## src/sv/lsb_message_extractor_defines.svh

```systemverilog
// Assertion macros for the LSB message extractor.
`ifndef LSB_MESSAGE_EXTRACTOR_DEFINES_SVH
`define LSB_MESSAGE_EXTRACTOR_DEFINES_SVH

`ifndef SYNTHESIS
`define LME_ASSERT(lbl, clk, rstn, prop) \
  lbl: assert property (@(posedge clk) disable iff (!(rstn)) (prop)) \
    else $error("lme assertion failed");
`define LME_ASSERT_ALWAYS(lbl, clk, prop) \
  lbl: assert property (@(posedge clk) (prop)) \
    else $error("lme assertion failed");
`else
`define LME_ASSERT(lbl, clk, rstn, prop)
`define LME_ASSERT_ALWAYS(lbl, clk, prop)
`endif

`endif

```

## src/sv/lme_pkg.sv

```systemverilog
// Shared types and constants of the LSB message extractor.
package lme_pkg;

  localparam logic [31:0] CheckInit = 32'hFFFF_FFFF;
  localparam logic [31:0] CheckPoly = 32'h04C1_1DB7;
  localparam int unsigned CheckSteps = 8;

  localparam logic [4:0] CharLastBit  = 5'd7;
  localparam logic [4:0] CheckLastBit = 5'd31;

  localparam int unsigned FifoDepth = 4;
  localparam int unsigned PtrW      = $clog2(FifoDepth);
  localparam int unsigned CntW      = $clog2(FifoDepth + 1);

  typedef enum logic {
    KindChar   = 1'b0,
    KindStatus = 1'b1
  } kind_e;

  typedef enum logic [1:0] {
    StOk       = 2'd0,
    StNoMsg    = 2'd1,
    StBadCheck = 2'd2
  } status_e;

  typedef struct packed {
    kind_e      kind;
    logic [7:0] char_value;
    status_e    status;
    logic       run_end;
  } result_t;

  // Results produced by one input beat, packed toward the first slot.
  typedef struct packed {
    logic [1:0] cnt;
    result_t    first;
    result_t    second;
  } push_t;

endpackage

```

## src/sv/lme_result_fifo.sv

```systemverilog
// Result queue that takes up to two results per cycle and emits one.
`include "lsb_message_extractor_defines.svh"

module lme_result_fifo (
  input  logic             clk_i,
  input  logic             rst_ni,
  input  lme_pkg::push_t   push_i,
  output logic             room_o,
  output logic             out_valid_o,
  input  logic             out_ready_i,
  output lme_pkg::result_t head_o
);

  lme_pkg::result_t                 mem_q [lme_pkg::FifoDepth];
  logic [lme_pkg::PtrW-1:0]         wr_ptr_q, wr_ptr_d;
  logic [lme_pkg::PtrW-1:0]         rd_ptr_q, rd_ptr_d;
  logic [lme_pkg::CntW-1:0]         count_q, count_d;
  logic [lme_pkg::PtrW-1:0]         wr_ptr_nxt;
  logic                             pop;

  localparam logic [lme_pkg::CntW-1:0] Depth = lme_pkg::CntW'(lme_pkg::FifoDepth);

  assign pop         = out_valid_o && out_ready_i;
  assign out_valid_o = (count_q != '0);
  assign head_o      = mem_q[rd_ptr_q];
  // keep room for a two-result beat
  assign room_o      = (count_q <= Depth - lme_pkg::CntW'(2));
  assign wr_ptr_nxt  = wr_ptr_q + lme_pkg::PtrW'(1);

  always_comb begin
    wr_ptr_d = wr_ptr_q + lme_pkg::PtrW'(push_i.cnt);
    rd_ptr_d = rd_ptr_q + lme_pkg::PtrW'(pop);
    count_d  = count_q + lme_pkg::CntW'(push_i.cnt) - lme_pkg::CntW'(pop);
  end

  always_ff @(posedge clk_i or negedge rst_ni) begin
    if (!rst_ni) begin
      wr_ptr_q <= '0;
      rd_ptr_q <= '0;
      count_q  <= '0;
    end else begin
      wr_ptr_q <= wr_ptr_d;
      rd_ptr_q <= rd_ptr_d;
      count_q  <= count_d;
    end
  end

  always_ff @(posedge clk_i) begin
    if (push_i.cnt != 2'd0) begin
      mem_q[wr_ptr_q] <= push_i.first;
    end
    if (push_i.cnt == 2'd2) begin
      mem_q[wr_ptr_nxt] <= push_i.second;
    end
  end

  `LME_ASSERT(a_count_bound, clk_i, rst_ni, count_q <= Depth)
  `LME_ASSERT(a_push_fits, clk_i, rst_ni,
              (push_i.cnt != 2'd0) |-> (count_q + lme_pkg::CntW'(push_i.cnt) <= Depth))
  `LME_ASSERT(a_pop_drains, clk_i, rst_ni,
              (pop && push_i.cnt == 2'd0) |=> (count_q == $past(count_q) - lme_pkg::CntW'(1)))

endmodule

```

## src/sv/lsb_message_extractor.sv

```systemverilog
// A result is queued when its input beat is accepted and is offered from the queue head.
// Throughput: one input beat per cycle while input ready is high; the output sends one
// result per cycle when ready; a four-entry queue buffers beats that yield two results.
// Input ready drops while fewer than two queue entries are free.
// Reset (async, active low) rearms the decoder and empties the queue.
`include "lsb_message_extractor_defines.svh"

module lsb_message_extractor (
  input  logic       clk_i,
  input  logic       rst_ni,
  input  logic       in_valid_i,
  output logic       in_ready_o,
  input  logic [7:0] pixel_byte_i,
  input  logic       is_last_i,
  output logic       out_valid_o,
  input  logic       out_ready_i,
  output logic       kind_o,
  output logic [7:0] char_value_o,
  output logic [1:0] status_o,
  output logic       run_end_o
);

  typedef enum logic [1:0] {
    PhMsg   = 2'd0,
    PhCheck = 2'd1,
    PhDone  = 2'd2
  } phase_e;

  phase_e      phase_q, phase_d;
  logic [4:0]  bit_count_q, bit_count_d;
  logic [7:0]  char_shift_q, char_shift_d;
  logic [31:0] running_check_q, running_check_d;
  logic [31:0] committed_check_q, committed_check_d;
  logic [31:0] received_check_q, received_check_d;
  logic        seen_char_q, seen_char_d;

  logic             in_fire;
  logic             msg_bit;
  logic [7:0]       shift_nxt;
  logic [31:0]      check_nxt;
  logic [31:0]      recv_nxt;
  logic             r0_vld, r1_vld, status_out;
  lme_pkg::result_t r0, r1, head;
  lme_pkg::push_t   push;

  function automatic logic [31:0] check_bit(logic [31:0] c, logic b);
    logic [31:0] v;
    v = c ^ {b, 31'd0};
    for (int k = 0; k < lme_pkg::CheckSteps; k++) begin
      v = v[31] ? ({v[30:0], 1'b0} ^ lme_pkg::CheckPoly) : {v[30:0], 1'b0};
    end
    return v;
  endfunction

  assign in_fire   = in_valid_i && in_ready_o;
  assign msg_bit   = pixel_byte_i[0];
  assign shift_nxt = {char_shift_q[6:0], msg_bit};
  assign check_nxt = check_bit(running_check_q, msg_bit);
  assign recv_nxt  = {received_check_q[30:0], msg_bit};

  always_comb begin
    phase_d           = phase_q;
    bit_count_d       = bit_count_q;
    char_shift_d      = char_shift_q;
    running_check_d   = running_check_q;
    committed_check_d = committed_check_q;
    received_check_d  = received_check_q;
    seen_char_d       = seen_char_q;
    r0_vld            = 1'b0;
    r1_vld            = 1'b0;
    status_out        = 1'b0;
    r0                = '{kind: lme_pkg::KindChar, char_value: 8'd0,
                          status: lme_pkg::StOk, run_end: 1'b0};
    r1                = '{kind: lme_pkg::KindStatus, char_value: 8'd0,
                          status: lme_pkg::StNoMsg, run_end: 1'b0};

    if (in_fire) begin
      unique case (phase_q)
        PhMsg: begin
          char_shift_d    = shift_nxt;
          running_check_d = check_nxt;
          bit_count_d     = bit_count_q + 5'd1;
          if (bit_count_q == lme_pkg::CharLastBit) begin
            bit_count_d  = '0;
            char_shift_d = '0;
            if (shift_nxt == 8'd0) begin
              // terminator bits never enter the check
              running_check_d = committed_check_q;
              phase_d         = PhCheck;
            end else begin
              committed_check_d = check_nxt;
              seen_char_d       = 1'b1;
              r0_vld            = 1'b1;
              r0.char_value     = shift_nxt;
            end
          end
        end
        PhCheck: begin
          received_check_d = recv_nxt;
          bit_count_d      = bit_count_q + 5'd1;
          if (bit_count_q == lme_pkg::CheckLastBit) begin
            bit_count_d = '0;
            phase_d     = PhDone;
            status_out  = 1'b1;
            r0_vld      = 1'b1;
            r0.kind     = lme_pkg::KindStatus;
            if (recv_nxt != committed_check_q) begin
              r0.status = lme_pkg::StBadCheck;
            end else if (!seen_char_q) begin
              r0.status = lme_pkg::StNoMsg;
            end else begin
              r0.status = lme_pkg::StOk;
            end
          end
        end
        default: begin
          // done: drop the beat
        end
      endcase

      if (is_last_i) begin
        r1_vld            = !status_out && (phase_d == PhMsg || phase_d == PhCheck);
        phase_d           = PhMsg;
        bit_count_d       = '0;
        char_shift_d      = '0;
        running_check_d   = lme_pkg::CheckInit;
        committed_check_d = lme_pkg::CheckInit;
        received_check_d  = '0;
        seen_char_d       = 1'b0;
      end
    end

    // pack results toward the first slot, flag the last one
    r0.run_end  = !r1_vld;
    r1.run_end  = 1'b1;
    push.cnt    = 2'(r0_vld) + 2'(r1_vld);
    push.first  = r0_vld ? r0 : r1;
    push.second = r1;
  end

  always_ff @(posedge clk_i or negedge rst_ni) begin
    if (!rst_ni) begin
      phase_q           <= PhMsg;
      bit_count_q       <= '0;
      char_shift_q      <= '0;
      running_check_q   <= lme_pkg::CheckInit;
      committed_check_q <= lme_pkg::CheckInit;
      received_check_q  <= '0;
      seen_char_q       <= 1'b0;
    end else begin
      phase_q           <= phase_d;
      bit_count_q       <= bit_count_d;
      char_shift_q      <= char_shift_d;
      running_check_q   <= running_check_d;
      committed_check_q <= committed_check_d;
      received_check_q  <= received_check_d;
      seen_char_q       <= seen_char_d;
    end
  end

  lme_result_fifo u_fifo (
    .clk_i       (clk_i),
    .rst_ni      (rst_ni),
    .push_i      (push),
    .room_o      (in_ready_o),
    .out_valid_o (out_valid_o),
    .out_ready_i (out_ready_i),
    .head_o      (head)
  );

  assign kind_o       = head.kind;
  assign char_value_o = head.char_value;
  assign status_o     = head.status;
  assign run_end_o    = head.run_end;

  `LME_ASSERT(a_check_shift_clear, clk_i, rst_ni,
              (phase_q == PhCheck) |-> (char_shift_q == 8'd0))
  `LME_ASSERT(a_msg_count_range, clk_i, rst_ni,
              (phase_q == PhMsg) |-> (bit_count_q <= lme_pkg::CharLastBit))
  `LME_ASSERT(a_last_rearms, clk_i, rst_ni,
              (in_fire && is_last_i) |=> (phase_q == PhMsg && bit_count_q == 5'd0 &&
                                          !seen_char_q))

endmodule
```

## config.mk

```make
export PLATFORM = sky130hd
export DESIGN_NAME = lsb_message_extractor
export DESIGN_NICKNAME = d
export VERILOG_FILES = /design/src/sv/lme_pkg.sv /design/src/sv/lme_result_fifo.sv /design/src/sv/lsb_message_extractor.sv
export VERILOG_INCLUDE_DIRS = /design/src /design/src/sv
export SDC_FILE = /design/constraint.sdc
export NUM_CORES = 1
export LEC_CHECK = 0
export BUFFER_PORTS_ARGS = -buffer_cell sky130_fd_sc_hd__buf_4
export CORE_ASPECT_RATIO = 2
export CORE_UTILIZATION = 65
export CTS_CLUSTER_DIAMETER = 200
export DETAILED_ROUTE_END_ITERATION = 8
export PLACE_DENSITY = 0.95
export SYNTH_ARGS = -nofsm -noshare
export SYNTH_HDL_FRONTEND = slang
export SYNTH_SLANG_ARGS = --single-unit
```

## constraint.sdc

```tcl
create_clock -name clk_i -period 4.9 [get_ports clk_i]
set_input_delay 0.98 -clock clk_i [delete_from_list [all_inputs] [get_ports clk_i]]
set_output_delay 0.98 -clock clk_i [all_outputs]
set_load 0.005 [all_outputs]
```

==> results of run 1 <==
-- Yosys cell counts, drive strengths merged, types with 2 or more instances --
cell / count / area, um^2
and3b: 2 / 17.52
o211ai: 7 / 57.55
xnor3: 5 / 113.9
inv: 10 / 37.54
nor2: 60 / 232.7
xnor2: 47 / 445.4
xor2: 48 / 420.4
o2bb2ai: 6 / 52.55
nand4: 2 / 12.51
mux2i: 6 / 60.06
nor4: 11 / 75.07
or3: 8 / 50.05
a22o: 42 / 367.9
ha: 10 / 125.1
a21oi: 82 / 421.7
dfrtp: 53 / 1326
clkbuf: 25 / 93.84
and2: 5 / 31.28
nand3: 39 / 195.2
o22ai: 2 / 12.51
nor3: 7 / 50.05
a211o: 8 / 70.07
nand2b: 2 / 20.02
and3: 4 / 25.02
dfstp: 64 / 1682
o32ai: 5 / 43.79
dfxtp: 48 / 960.9
o22a: 11 / 96.34
a2bb2oi: 11 / 96.34
mux4: 12 / 270.3
o21ai: 26 / 130.1
o31a: 4 / 35.03
a31oi: 2 / 12.51
nor3b: 2 / 15.01
buf: 31 / 185.2
nand2: 75 / 281.5
-- critical path: stages --
cell,delay [ps]
buf_4,180
nor4_1,590
and2_1,530
o31ai_1,130
nand2_1,210
ha_1,330
nor2_1,110
nand2_1,480
nor2_1,100
a211o_1,300
-- power groups by stage --
stage	logic [uW]	clock network, uW	registers, uW
floorplan	1910	0	2020
global placement	2180	0	2270
detailed placement	2290	0	2300
CTS	2330	1310	2280
global route	2530	1370	2340
finish	2360	1310	2310
-- final timing paths --
path | start | to | slack, ps | depth (start not counted)
max | pixel_byte_i[0] | u_fifo.mem_q[2][0]$_SDFFE_PP1P_ | 1270 | 10
min | u_fifo.mem_q[0][3]$_SDFFE_PP0P_ | u_fifo.mem_q[0][3]$_SDFFE_PP0P_ | 450 | 2
max reg2reg | u_fifo.count_q[1]$_DFF_PN0_ | u_fifo.mem_q[2][1]$_SDFFE_PP1P_ | 1330 | 9
min reg2reg | u_fifo.mem_q[0][3]$_SDFFE_PP0P_ | u_fifo.mem_q[0][3]$_SDFFE_PP0P_ | 450 | 2
max in group asynchronous | rst_ni | running_check_q[8]$_DFFE_PN1P_ | 3130 | 2
min in group asynchronous | rst_ni | u_fifo.count_q[1]$_DFF_PN0_ | 740 | 1
-- state kept, by name, summed over array words and instances (netlist names) --
signal and count:
bit_count_q 5, seen_char_q 1, phase_q 2, u_fifo.wr_ptr_q 2
char_shift_q 7, u_fifo.rd_ptr_q 2, running_check_q 32, u_fifo.count_q 3
committed_check_q 32, u_fifo.mem_q 48, received_check_q 31
-- kinds of logic (layout without fill, tap and decap cells) --
kind of cell | count (synthesis) | in the layout | share of synthesized area (%)
adder cells (fa/ha/maj) | 11 | 11 | 1.757
buffers and inverters | 66 | 67 | 3.832
XOR/XNOR | 100 | 100 | 11.86
AND/OR/NAND/NOR | 221 | 221 | 12.78
AO/OA/AOI/OAI | 214 | 214 | 17.73
multiplexers | 18 | 18 | 3.998
flip-flops | 165 | 165 | 48.04
-- layer usage --
| layer | global-route usage [%] | part of all wire, % | up-vias |
|---|---|---|---|
| li1 | - | - | 2813 |
| met3 | 6.610 | 6.3 | 124 |
| met2 | 62.70 | 53 | 386 |
| met4 | 31.02 | 8.7 | 0 |
| met5 | 0 | 0 | - |
| met1 | 38.18 | 32 | 3171 |
-- through the flow --
stage	hold WS [ps]	instance area [um^2]	power [uW]	setup slack, ps	util (%)
after floorplan	427.1	8262	3934	1730	-
after global placement	434.6	8364	4451	1003	68.19
after detailed placement	444.6	8364	4586	910.8	68.19
after CTS	452.7	8935	5918	1321	72.84
after global routing	468.9	8935	6241	1044	72.84
final	454.2	8935	5976	1268	72.84
-- cells in the final DEF, fill, tap and decap left out, types with 4 or more instances in the layout --
cell type / instances
o211ai_1: 6
dfrtp_1: 53
nor3_2: 4
a21oi_1: 81
a211o_1: 8
mux2i_1: 6
a22o_1: 42
clkbuf_16: 17
o32ai_1: 5
nand3_1: 38
nor4_1: 10
inv_1: 10
nand2_1: 75
inv_6: 5
nor2_1: 57
dfxtp_1: 48
and2_1: 5
o21ai_0: 25
xor2_1: 48
o2bb2ai_1: 6
dfstp_2: 64
ha_1: 10
clkinv_4: 4
mux4_2: 12
xnor3_1: 4
o22a_1: 11
a2bb2oi_1: 11
xnor2_1: 44
or3_1: 8
o31a_1: 4
buf_4: 25
and3_1: 4
-- cell type report --
type                    instances  area [um^2]
fillers                       779         3332
repair buffers                 25        187.7
clock inverters                15        145.1
clock buffers                  17        425.4
multi-input cells             564         3986
well taps                     147        183.9
inverters                      10        37.54
flip-flops and latches        165         3969
==> results.py, run 1 <==
metrics = {
    "run_status": {
        "outcome": "finished, final reports clean",
    },
    "floorplan": {
        "io_pins": 27,
        "start_util_pct": 67.35,
        "core_mm2": 0.01227,
        "dieArea_mm2": 0.01319,
        "rows": 57,
        "die_w_um": 81.72,
        "fp.dieH_um": 161.4,
    },
    "sta": {
        "fmax_mhz": 275.3,
        "hold_viol": 0,
        "setup_tns_ps": 0,
        "tightest_slew_ps": 1349,
        "timing.final.crit_share_pct": 74.13,
        "fin_crit_ps": 3632,
        "fin_skew_ps": 11.68,
        "slew_headroom_pct": 9.729,
        "setup-violations-final": 0,
        "rsz0062_at_grt": "false",
        "maxSlewViolCount": 0,
    },
    "pwr": {
        "power.leakage_uw": 0.003697,
        "p_clk_share_pct": 21.9,
        "swShare_pct": 40.10,
        "power.internal_uw": 3580,
        "p_switching_uw": 2397,
        "power-per-cell-area_mw_per_mm2": 668.9,
        "peakVddDrop_mv": 0.4433,
        "p_comb_share_pct": 39.5,
        "pwr-share-seq_pct": 38.6,
    },
    "clock_network": {
        "htree_levels": 4,
        "postCtsSetupBuffers": 0,
        "cts_resized": 0,
        "cts.clk_slew.worst_paths_ps": 70,
        "clock-sinks": 165,
        "root_buffer": "clkbuf_16",
        "cts_made_buffers": 17,
        "clock_path_buffers": 2,
        "holdBufCountCts": 0,
        "clk_latency_ps": 440,
        "cts_tree": "yes",
    },
    "synth": {
        "yosys_warnings": 0,
        "yosysSeqAreaShare_pct": 48.04,
        "synthCells": 795,
        "synth_nets": 819,
        "syn-cell-area_mm2": 0.008262,
        "yosys_register_bits": 165,
        "post_synth.cell_area_avg_um2": 10.39,
        "synth_edf_count": 0,
        "ys_types": 62,
        "ys_async_sr_fraction_pct": 70.91,
        "synthFlopType": "dfstp_2",
    },
    "final_layout": {
        "antenna_cells": 0,
        "layout-drive-gt1-share_pct": 18.84,
        "nets": 807,
        "syn_to_final_growth_pct": 8.148,
        "final_cells": 943,
    },
    "worst_setup_path": {
        "critPathMaxFanout": 15,
        "crit_type": "input port to flip-flop",
        "cp.arrival_ps": 3950,
        "start_kind": "input port",
        "worstSetupEndpointType": "flip-flop",
        "worstPathRequired_ps": 5220,
    },
    "drt": {
        "vias": 6494,
        "ant_nets": 0,
        "drt_iter0_drc": 549,
        "drt-pass1-iter-count": 6,
        "post-route-drc-count": 0,
        "drt-wirelength-per-cell_um": 23.65,
        "drt-total-wl_um": 22300,
        "via_per_inst": 6.887,
    },
    "placement": {
        "place.gp.congestion": 0.9909,
        "port_buffers": 19,
        "dp.final_hpwl_um": 15600,
        "place_inst": 911,
    },
    "global_route": {
        "antenna_found_initial": 0,
        "overflow": 0,
        "grt_pass1_vias": 6679,
        "grt_pass1_wl_um": 35310,
        "grt_usage_pct": 37.15,
        "grt_max_degree": 90,
    },
    "job": {
        "cap_violations": 0,
    },
    "worst_hold_path": {
        "hold_class": "flip-flop to flip-flop",
    },
}
Note: power is estimated with default switching activity, not from simulation.
==> run 2, diff against run 1 <==
--- a/config.mk
+++ b/config.mk
@@ -8,10 +8,10 @@
 export LEC_CHECK = 0
 export BUFFER_PORTS_ARGS = -buffer_cell sky130_fd_sc_hd__buf_4
 export CORE_ASPECT_RATIO = 2
-export CORE_UTILIZATION = 65
+export CORE_UTILIZATION = 62
 export CTS_CLUSTER_DIAMETER = 200
 export DETAILED_ROUTE_END_ITERATION = 8
-export PLACE_DENSITY = 0.95
+export PLACE_DENSITY = 0.92
 export SYNTH_ARGS = -nofsm -noshare
 export SYNTH_HDL_FRONTEND = slang
 export SYNTH_SLANG_ARGS = --single-unit
==> constraint.sdc (replaced) <==
create_clock -name clk_i -period 3.48 [get_ports clk_i]
set_input_delay 0.696 -clock clk_i [delete_from_list [all_inputs] [get_ports clk_i]]
set_output_delay 0.696 -clock clk_i [all_outputs]
set_load 0.005 [all_outputs]
==> run 2 against run 1 <==
Cell count is 2.5% higher. Final area rose by 2.2%. Power up 47%. Global-route usage is 2.7 points lower. Critical path type is now flip-flop to flip-flop. Largest power group unchanged. Clock power increased by 49%. Non-clock buffer count grew 19. Sequential cell count unchanged. Clock skew shrank 3.6 ps. Via count up 2.9%.
==> results.py, run 2 (synthesized netlist as in run 1, its figures left out) <==
metrics = {
    "drt": {
        "drt-total-wl_um": 23130,
        "via_per_inst": 6.910,
        "post-route-drc-count": 0,
        "drt-wirelength-per-cell_um": 23.92,
        "drt_iter0_drc": 740,
        "vias": 6682,
        "drt-pass1-iter-count": 6,
        "ant_nets": 0,
    },
    "floorplan": {
        "fp.dieH_um": 165.3,
        "core_mm2": 0.01299,
        "dieArea_mm2": 0.01382,
        "io_pins": 27,
        "die_w_um": 83.63,
        "start_util_pct": 63.59,
        "rows": 59,
    },
    "global_route": {
        "grt_pass1_vias": 6670,
        "overflow": 0,
        "grt_pass1_wl_um": 35600,
        "grt_usage_pct": 34.46,
        "antenna_found_initial": 0,
        "grt_max_degree": 118,
    },
    "placement": {
        "port_buffers": 19,
        "place.gp.congestion": 0.9222,
        "place_ws_ps": 307.0,
        "dp.final_hpwl_um": 15260,
        "postPlaceCellArea_mm2": 0.008526,
    },
    "clock_network": {
        "clk_latency_ps": 440,
        "root_buffer": "clkbuf_16",
        "clock_path_buffers": 2,
        "cts.clk_slew.worst_paths_ps": 70,
        "postCtsSetupBuffers": 0,
        "cts_made_buffers": 17,
        "clock-sinks": 165,
        "htree_levels": 4,
        "holdBufCountCts": 0,
        "cts_resized": 0,
        "cts_tree": "yes",
    },
    "worst_setup_path": {
        "critPathTopFamily": "adder cells",
        "crit_type": "flip-flop to flip-flop",
        "slowest_delay_ps": 430,
        "slowest_stage": "fa_1",
        "critPathMaxFanout": 5,
        "cp.arrival_ps": 3530,
        "worstSetupEndpointType": "flip-flop",
        "worstPathRequired_ps": 3840,
        "start_kind": "flip-flop",
        "cp_cell_sequence": "ha_1 -> and3_1 -> ha_1 -> and3b_1 -> nor3_1 -> ha_1 -> inv_1 -> ha_1 -> inv_1 -> fa_1 -> xnor2_1",
        "cpMostUsedCell": "ha_1",
        "crit_buf_inv": 2,
    },
    "sta": {
        "fin_skew_ps": 8.038,
        "setup_ws_ps": 311.2,
        "setup_tns_ps": 0,
        "tightest_slew_ps": 1239,
        "timing.final.crit_share_pct": 91.06,
        "slew_headroom_pct": 17.04,
        "maxSlewViolCount": 0,
        "hold_viol": 0,
        "setup-violations-final": 0,
        "fin_crit_ps": 3169,
        "fmax_mhz": 315.6,
        "rsz0062_at_grt": "false",
    },
    "pwr": {
        "power.leakage_uw": 0.003817,
        "power.internal_uw": 5191,
        "power-per-cell-area_mw_per_mm2": 959.4,
        "pwr-share-seq_pct": 36.5,
        "p_clk_share_pct": 22.2,
        "p_switching_uw": 3571,
        "swShare_pct": 40.75,
        "p_total_uw": 8762,
        "p_comb_share_pct": 41.3,
        "peakVddDrop_mv": 0.6265,
    },
    "final_layout": {
        "final_util_pct": 70.29,
        "nets": 826,
        "antenna_cells": 0,
        "top_register": "u_fifo.mem_q",
        "layout_commonest_cell": "a21oi_1",
        "final_area_mm2": 0.009133,
        "fill_cells": 864,
        "syn_to_final_growth_pct": 10.54,
        "largest_reg_flops": 48,
        "layout-drive-gt1-share_pct": 20.61,
        "layout_common_cells": "a21oi_1 (81), nand2_1 (75), dfstp_2 (64), nor2_1 (57), dfrtp_1 (53)",
        "reg.largest.list": "u_fifo.mem_q (48), committed_check_q (32), running_check_q (32)",
    },
    "worst_hold_path": {
        "hold_class": "input port to asynchronous set/reset pin",
    },
    "run_status": {
        "outcome": "finished, final reports clean",
    },
    "job": {
        "cap_violations": 0,
    },
}
## run 2: final timing paths
kind                       depth (start not counted)                                to  slack (ps)                       startpoint
max                                               11       u_fifo.count_q[2]$_DFF_PN0_         310       bit_count_q[0]$_DFFE_PN0P_
min                                                2  received_check_q[21]$_DFFE_PN0P_         310                           rst_ni
max reg2reg                                       11       u_fifo.count_q[2]$_DFF_PN0_         310       bit_count_q[0]$_DFFE_PN0P_
min reg2reg                                        2   u_fifo.mem_q[2][6]$_SDFFE_PP0P_         450  u_fifo.mem_q[2][6]$_SDFFE_PP0P_
max in group asynchronous                          2        bit_count_q[3]$_DFFE_PN0P_        2660                           rst_ni
min in group clk_i                                 2   u_fifo.mem_q[2][6]$_SDFFE_PP0P_         450  u_fifo.mem_q[2][6]$_SDFFE_PP0P_
## run 2: layer usage
layer,track usage [%],part of all wire [%],vias up
li1,-,-,2844
met1,33.60,32,3199
met2,59.90,50,451
met3,7.157,6.9,188
met4,32.74,11,0
met5,0,0,-
## run 2: area by class of cell
cell class	count	area, um^2	area share, %
Inverter	10	37.54	0.4110
Timing Repair Buffer	44	342.8	3.754
Tap cell	152	190.2	2.082
Clock inverter	12	127.6	1.397
Multi-Input combinational cell	564	3986	43.65
Sequential cell	165	3969	43.46
Clock buffer	20	479.2	5.247
## run 2: power groups by stage
stage,Combinational (uW),Sequential [uW],Clock (uW)
4_1_cts,3500,3170,1950
2_1_floorplan,2690,2850,0
6_report,3620,3200,1950
3_5_place_dp,3410,3190,0
3_3_place_gp,3300,3170,0
5_1_grt,3830,3240,2030
## run 2: worst register-to-register path: cells and delay by family (launching register included)
family | cells | cell delay [ps]
xor gates and xnor gates | 1 | 190
adders and majority gates | 5 | 1550
buffers and inverters | 2 | 170
DFF | 1 | 420
and+or+nand+nor | 3 | 770
## run 2: metrics by stage
stage / instances / hold slack, ps
finish: 967 / 312.9
CTS: 967 / 369.8
global route: 967 / 395.6
global placement: 935 / 434.8
detailed placement: 935 / 442.7
floorplan: 795 / 400.4
==> run 3, diff against run 2 <==
--- a/config.mk
+++ b/config.mk
@@ -8,10 +8,10 @@
 export LEC_CHECK = 0
 export BUFFER_PORTS_ARGS = -buffer_cell sky130_fd_sc_hd__buf_4
 export CORE_ASPECT_RATIO = 2
-export CORE_UTILIZATION = 62
+export CORE_UTILIZATION = 50
 export CTS_CLUSTER_DIAMETER = 200
 export DETAILED_ROUTE_END_ITERATION = 8
-export PLACE_DENSITY = 0.92
+export PLACE_DENSITY = 0.78
 export SYNTH_ARGS = -nofsm -noshare
 export SYNTH_HDL_FRONTEND = slang
 export SYNTH_SLANG_ARGS = --single-unit
==> run 3 against run 2 <==
Critical path depth unchanged. Critical path type unchanged. Register-to-register slack gained 160 ps. Routed wire length fell by 6.9%. Clock skew up 4.0 ps. Largest power group unchanged. Critical endpoint unchanged. Power down 3.3%. Fmax up 5.5%. Combinational power down 7.5%. Cell count increased by 6.0%.
==> results.py, run 3 (synthesized netlist as in run 1, its figures left out) <==
metrics = {
    "run_status": {
        "outcome": "finished, final reports clean",
    },
    "final_layout": {
        "top_register": "u_fifo.mem_q",
        "layout_commonest_cell": "a21oi_1",
        "nets": 832,
        "antenna_cells": 0,
        "layout_common_cells": "a21oi_1 (81), nand2_1 (75), dfstp_2 (64), nor2_1 (57), dfrtp_1 (53)",
        "syn_to_final_growth_pct": 11.87,
        "layout-drive-gt1-share_pct": 21.32,
        "largest_reg_flops": 48,
        "reg.largest.list": "u_fifo.mem_q (48), committed_check_q (32), running_check_q (32)",
    },
    "floorplan": {
        "io_pins": 27,
        "rows": 66,
        "start_util_pct": 51.04,
        "die_w_um": 92.90,
        "core_mm2": 0.01619,
        "dieArea_mm2": 0.01707,
        "fp.dieH_um": 183.8,
    },
    "sta": {
        "timing.final.crit_share_pct": 86.33,
        "maxSlewViolCount": 0,
        "setup_tns_ps": 0,
        "slew_headroom_pct": 20.31,
        "hold_viol": 0,
        "tightest_slew_ps": 1190,
        "fmax_mhz": 332.9,
        "setup-violations-final": 0,
        "fin_skew_ps": 11.99,
        "fin_hold_ws_ps": 172.1,
        "rsz0062_at_grt": "false",
        "fin_crit_ps": 3004,
    },
    "pwr": {
        "power.leakage_uw": 0.003841,
        "p_total_uw": 8473,
        "power-per-cell-area_mw_per_mm2": 916.7,
        "peakVddDrop_mv": 0.3843,
    },
    "clock_network": {
        "clk_latency_ps": 440,
        "clock-sinks": 165,
        "htree_levels": 4,
        "cts_made_buffers": 17,
        "clock_path_buffers": 2,
        "cts_resized": 0,
        "postCtsSetupBuffers": 0,
        "cts_tree": "yes",
        "holdBufCountCts": 0,
        "root_buffer": "clkbuf_16",
        "cts.clk_slew.worst_paths_ps": 70,
    },
    "drt": {
        "drt-total-wl_um": 21530,
        "ant_nets": 0,
        "post-route-drc-count": 0,
        "drt-pass1-iter-count": 4,
        "drt-wirelength-per-cell_um": 21.01,
        "drt_iter0_drc": 451,
        "via_per_inst": 6.061,
        "vias": 6213,
    },
    "placement": {
        "place.gp.congestion": 0.9937,
        "port_buffers": 19,
        "dp.final_hpwl_um": 15930,
    },
    "global_route": {
        "antenna_found_initial": 0,
        "grt_usage_pct": 27.24,
        "grt_pass1_vias": 6401,
        "overflow": 0,
        "grt_max_degree": 90,
        "grt_pass1_wl_um": 34530,
    },
    "worst_setup_path": {
        "worstSetupEndpointType": "flip-flop",
        "cp.arrival_ps": 3330,
        "start_kind": "flip-flop",
        "worstPathRequired_ps": 3800,
        "crit_type": "flip-flop to flip-flop",
        "critPathMaxFanout": 5,
    },
    "worst_hold_path": {
        "hold_class": "input port to asynchronous set/reset pin",
    },
    "job": {
        "cap_violations": 0,
    },
}
[run 3: cell count changes in the layout (fill, tap and decap cells not counted), sizes merged]
| cell | delta |
|---|---|
| bufinv | -1 |
| clkbuf | -3 |
| buf | +6 |
| inv | +1 |
| clkinv | +3 |
[run 3: path summary, 6_finish.rpt]
check | startpoint | to | slack [ps] | cells after the start
setup / recovery | bit_count_q[0]$_DFFE_PN0P_ | u_fifo.count_q[2]$_DFF_PN0_ | 480 | 11
hold / removal | rst_ni | received_check_q[19]$_DFFE_PN0P_ | 170 | 1
setup reg to reg | bit_count_q[0]$_DFFE_PN0P_ | u_fifo.count_q[2]$_DFF_PN0_ | 480 | 11
hold reg to reg | u_fifo.mem_q[2][4]$_SDFFE_PP0P_ | u_fifo.mem_q[2][4]$_SDFFE_PP0P_ | 450 | 2
max in group asynchronous | rst_ni | committed_check_q[23]$_DFFE_PN1P_ | 2480 | 2
min in group clk_i | u_fifo.mem_q[2][4]$_SDFFE_PP0P_ | u_fifo.mem_q[2][4]$_SDFFE_PP0P_ | 450 | 2
[run 3: critical path, stage by stage, from the launching register on]
cell	delay, ps
dfrtp_1	430
ha_1	260
and3_1	190
ha_1	200
and3b_1	220
nor3_1	280
ha_1	300
inv_1	110
ha_1	280
inv_1	50
fa_1	430
xnor2_1	140
[run 3: layout make-up]
cell class | instances | area (um^2)
clock buffer | 17 | 425.4
clock inverter | 15 | 181.4
fill | 1363 | 6943
inverter | 10 | 37.54
multi-input combinational | 564 | 3986
sequential | 165 | 3969
tap | 204 | 255.2
timing repair buffer | 50 | 387.9
[run 3: layer usage]
| layer | GRT usage [%] | vias to the layer above | part of all wire [%] |
|---|---|---|---|
| met4 | 23.02 | 0 | 8.9 |
| met1 | 26.29 | 3045 | 34 |
| li1 | - | 2872 | - |
| met3 | 4.508 | 96 | 3.3 |
| met2 | 49.06 | 200 | 54 |
| met5 | 0 | - | 0 |
[run 3: per-stage QoR]
step | util, % | std cells | instance area [um^2] | worst slack, ps
finish | 57.10 | 1025 | 9243 | 475.7
CTS | 57.10 | 1025 | 9243 | 502.7
detailed placement | 53.36 | 993 | 8636 | 475.7
global route | 57.10 | 1025 | 9243 | 169.3
floorplan | - | 795 | 8262 | 594.4
global placement | 53.36 | 993 | 8636 | 492.6
[run 3: power breakdown]
part | internal, uW | switching [uW]
combinational | 1550 | 1800
sequential | 2550 | 673
clock | 975 | 924
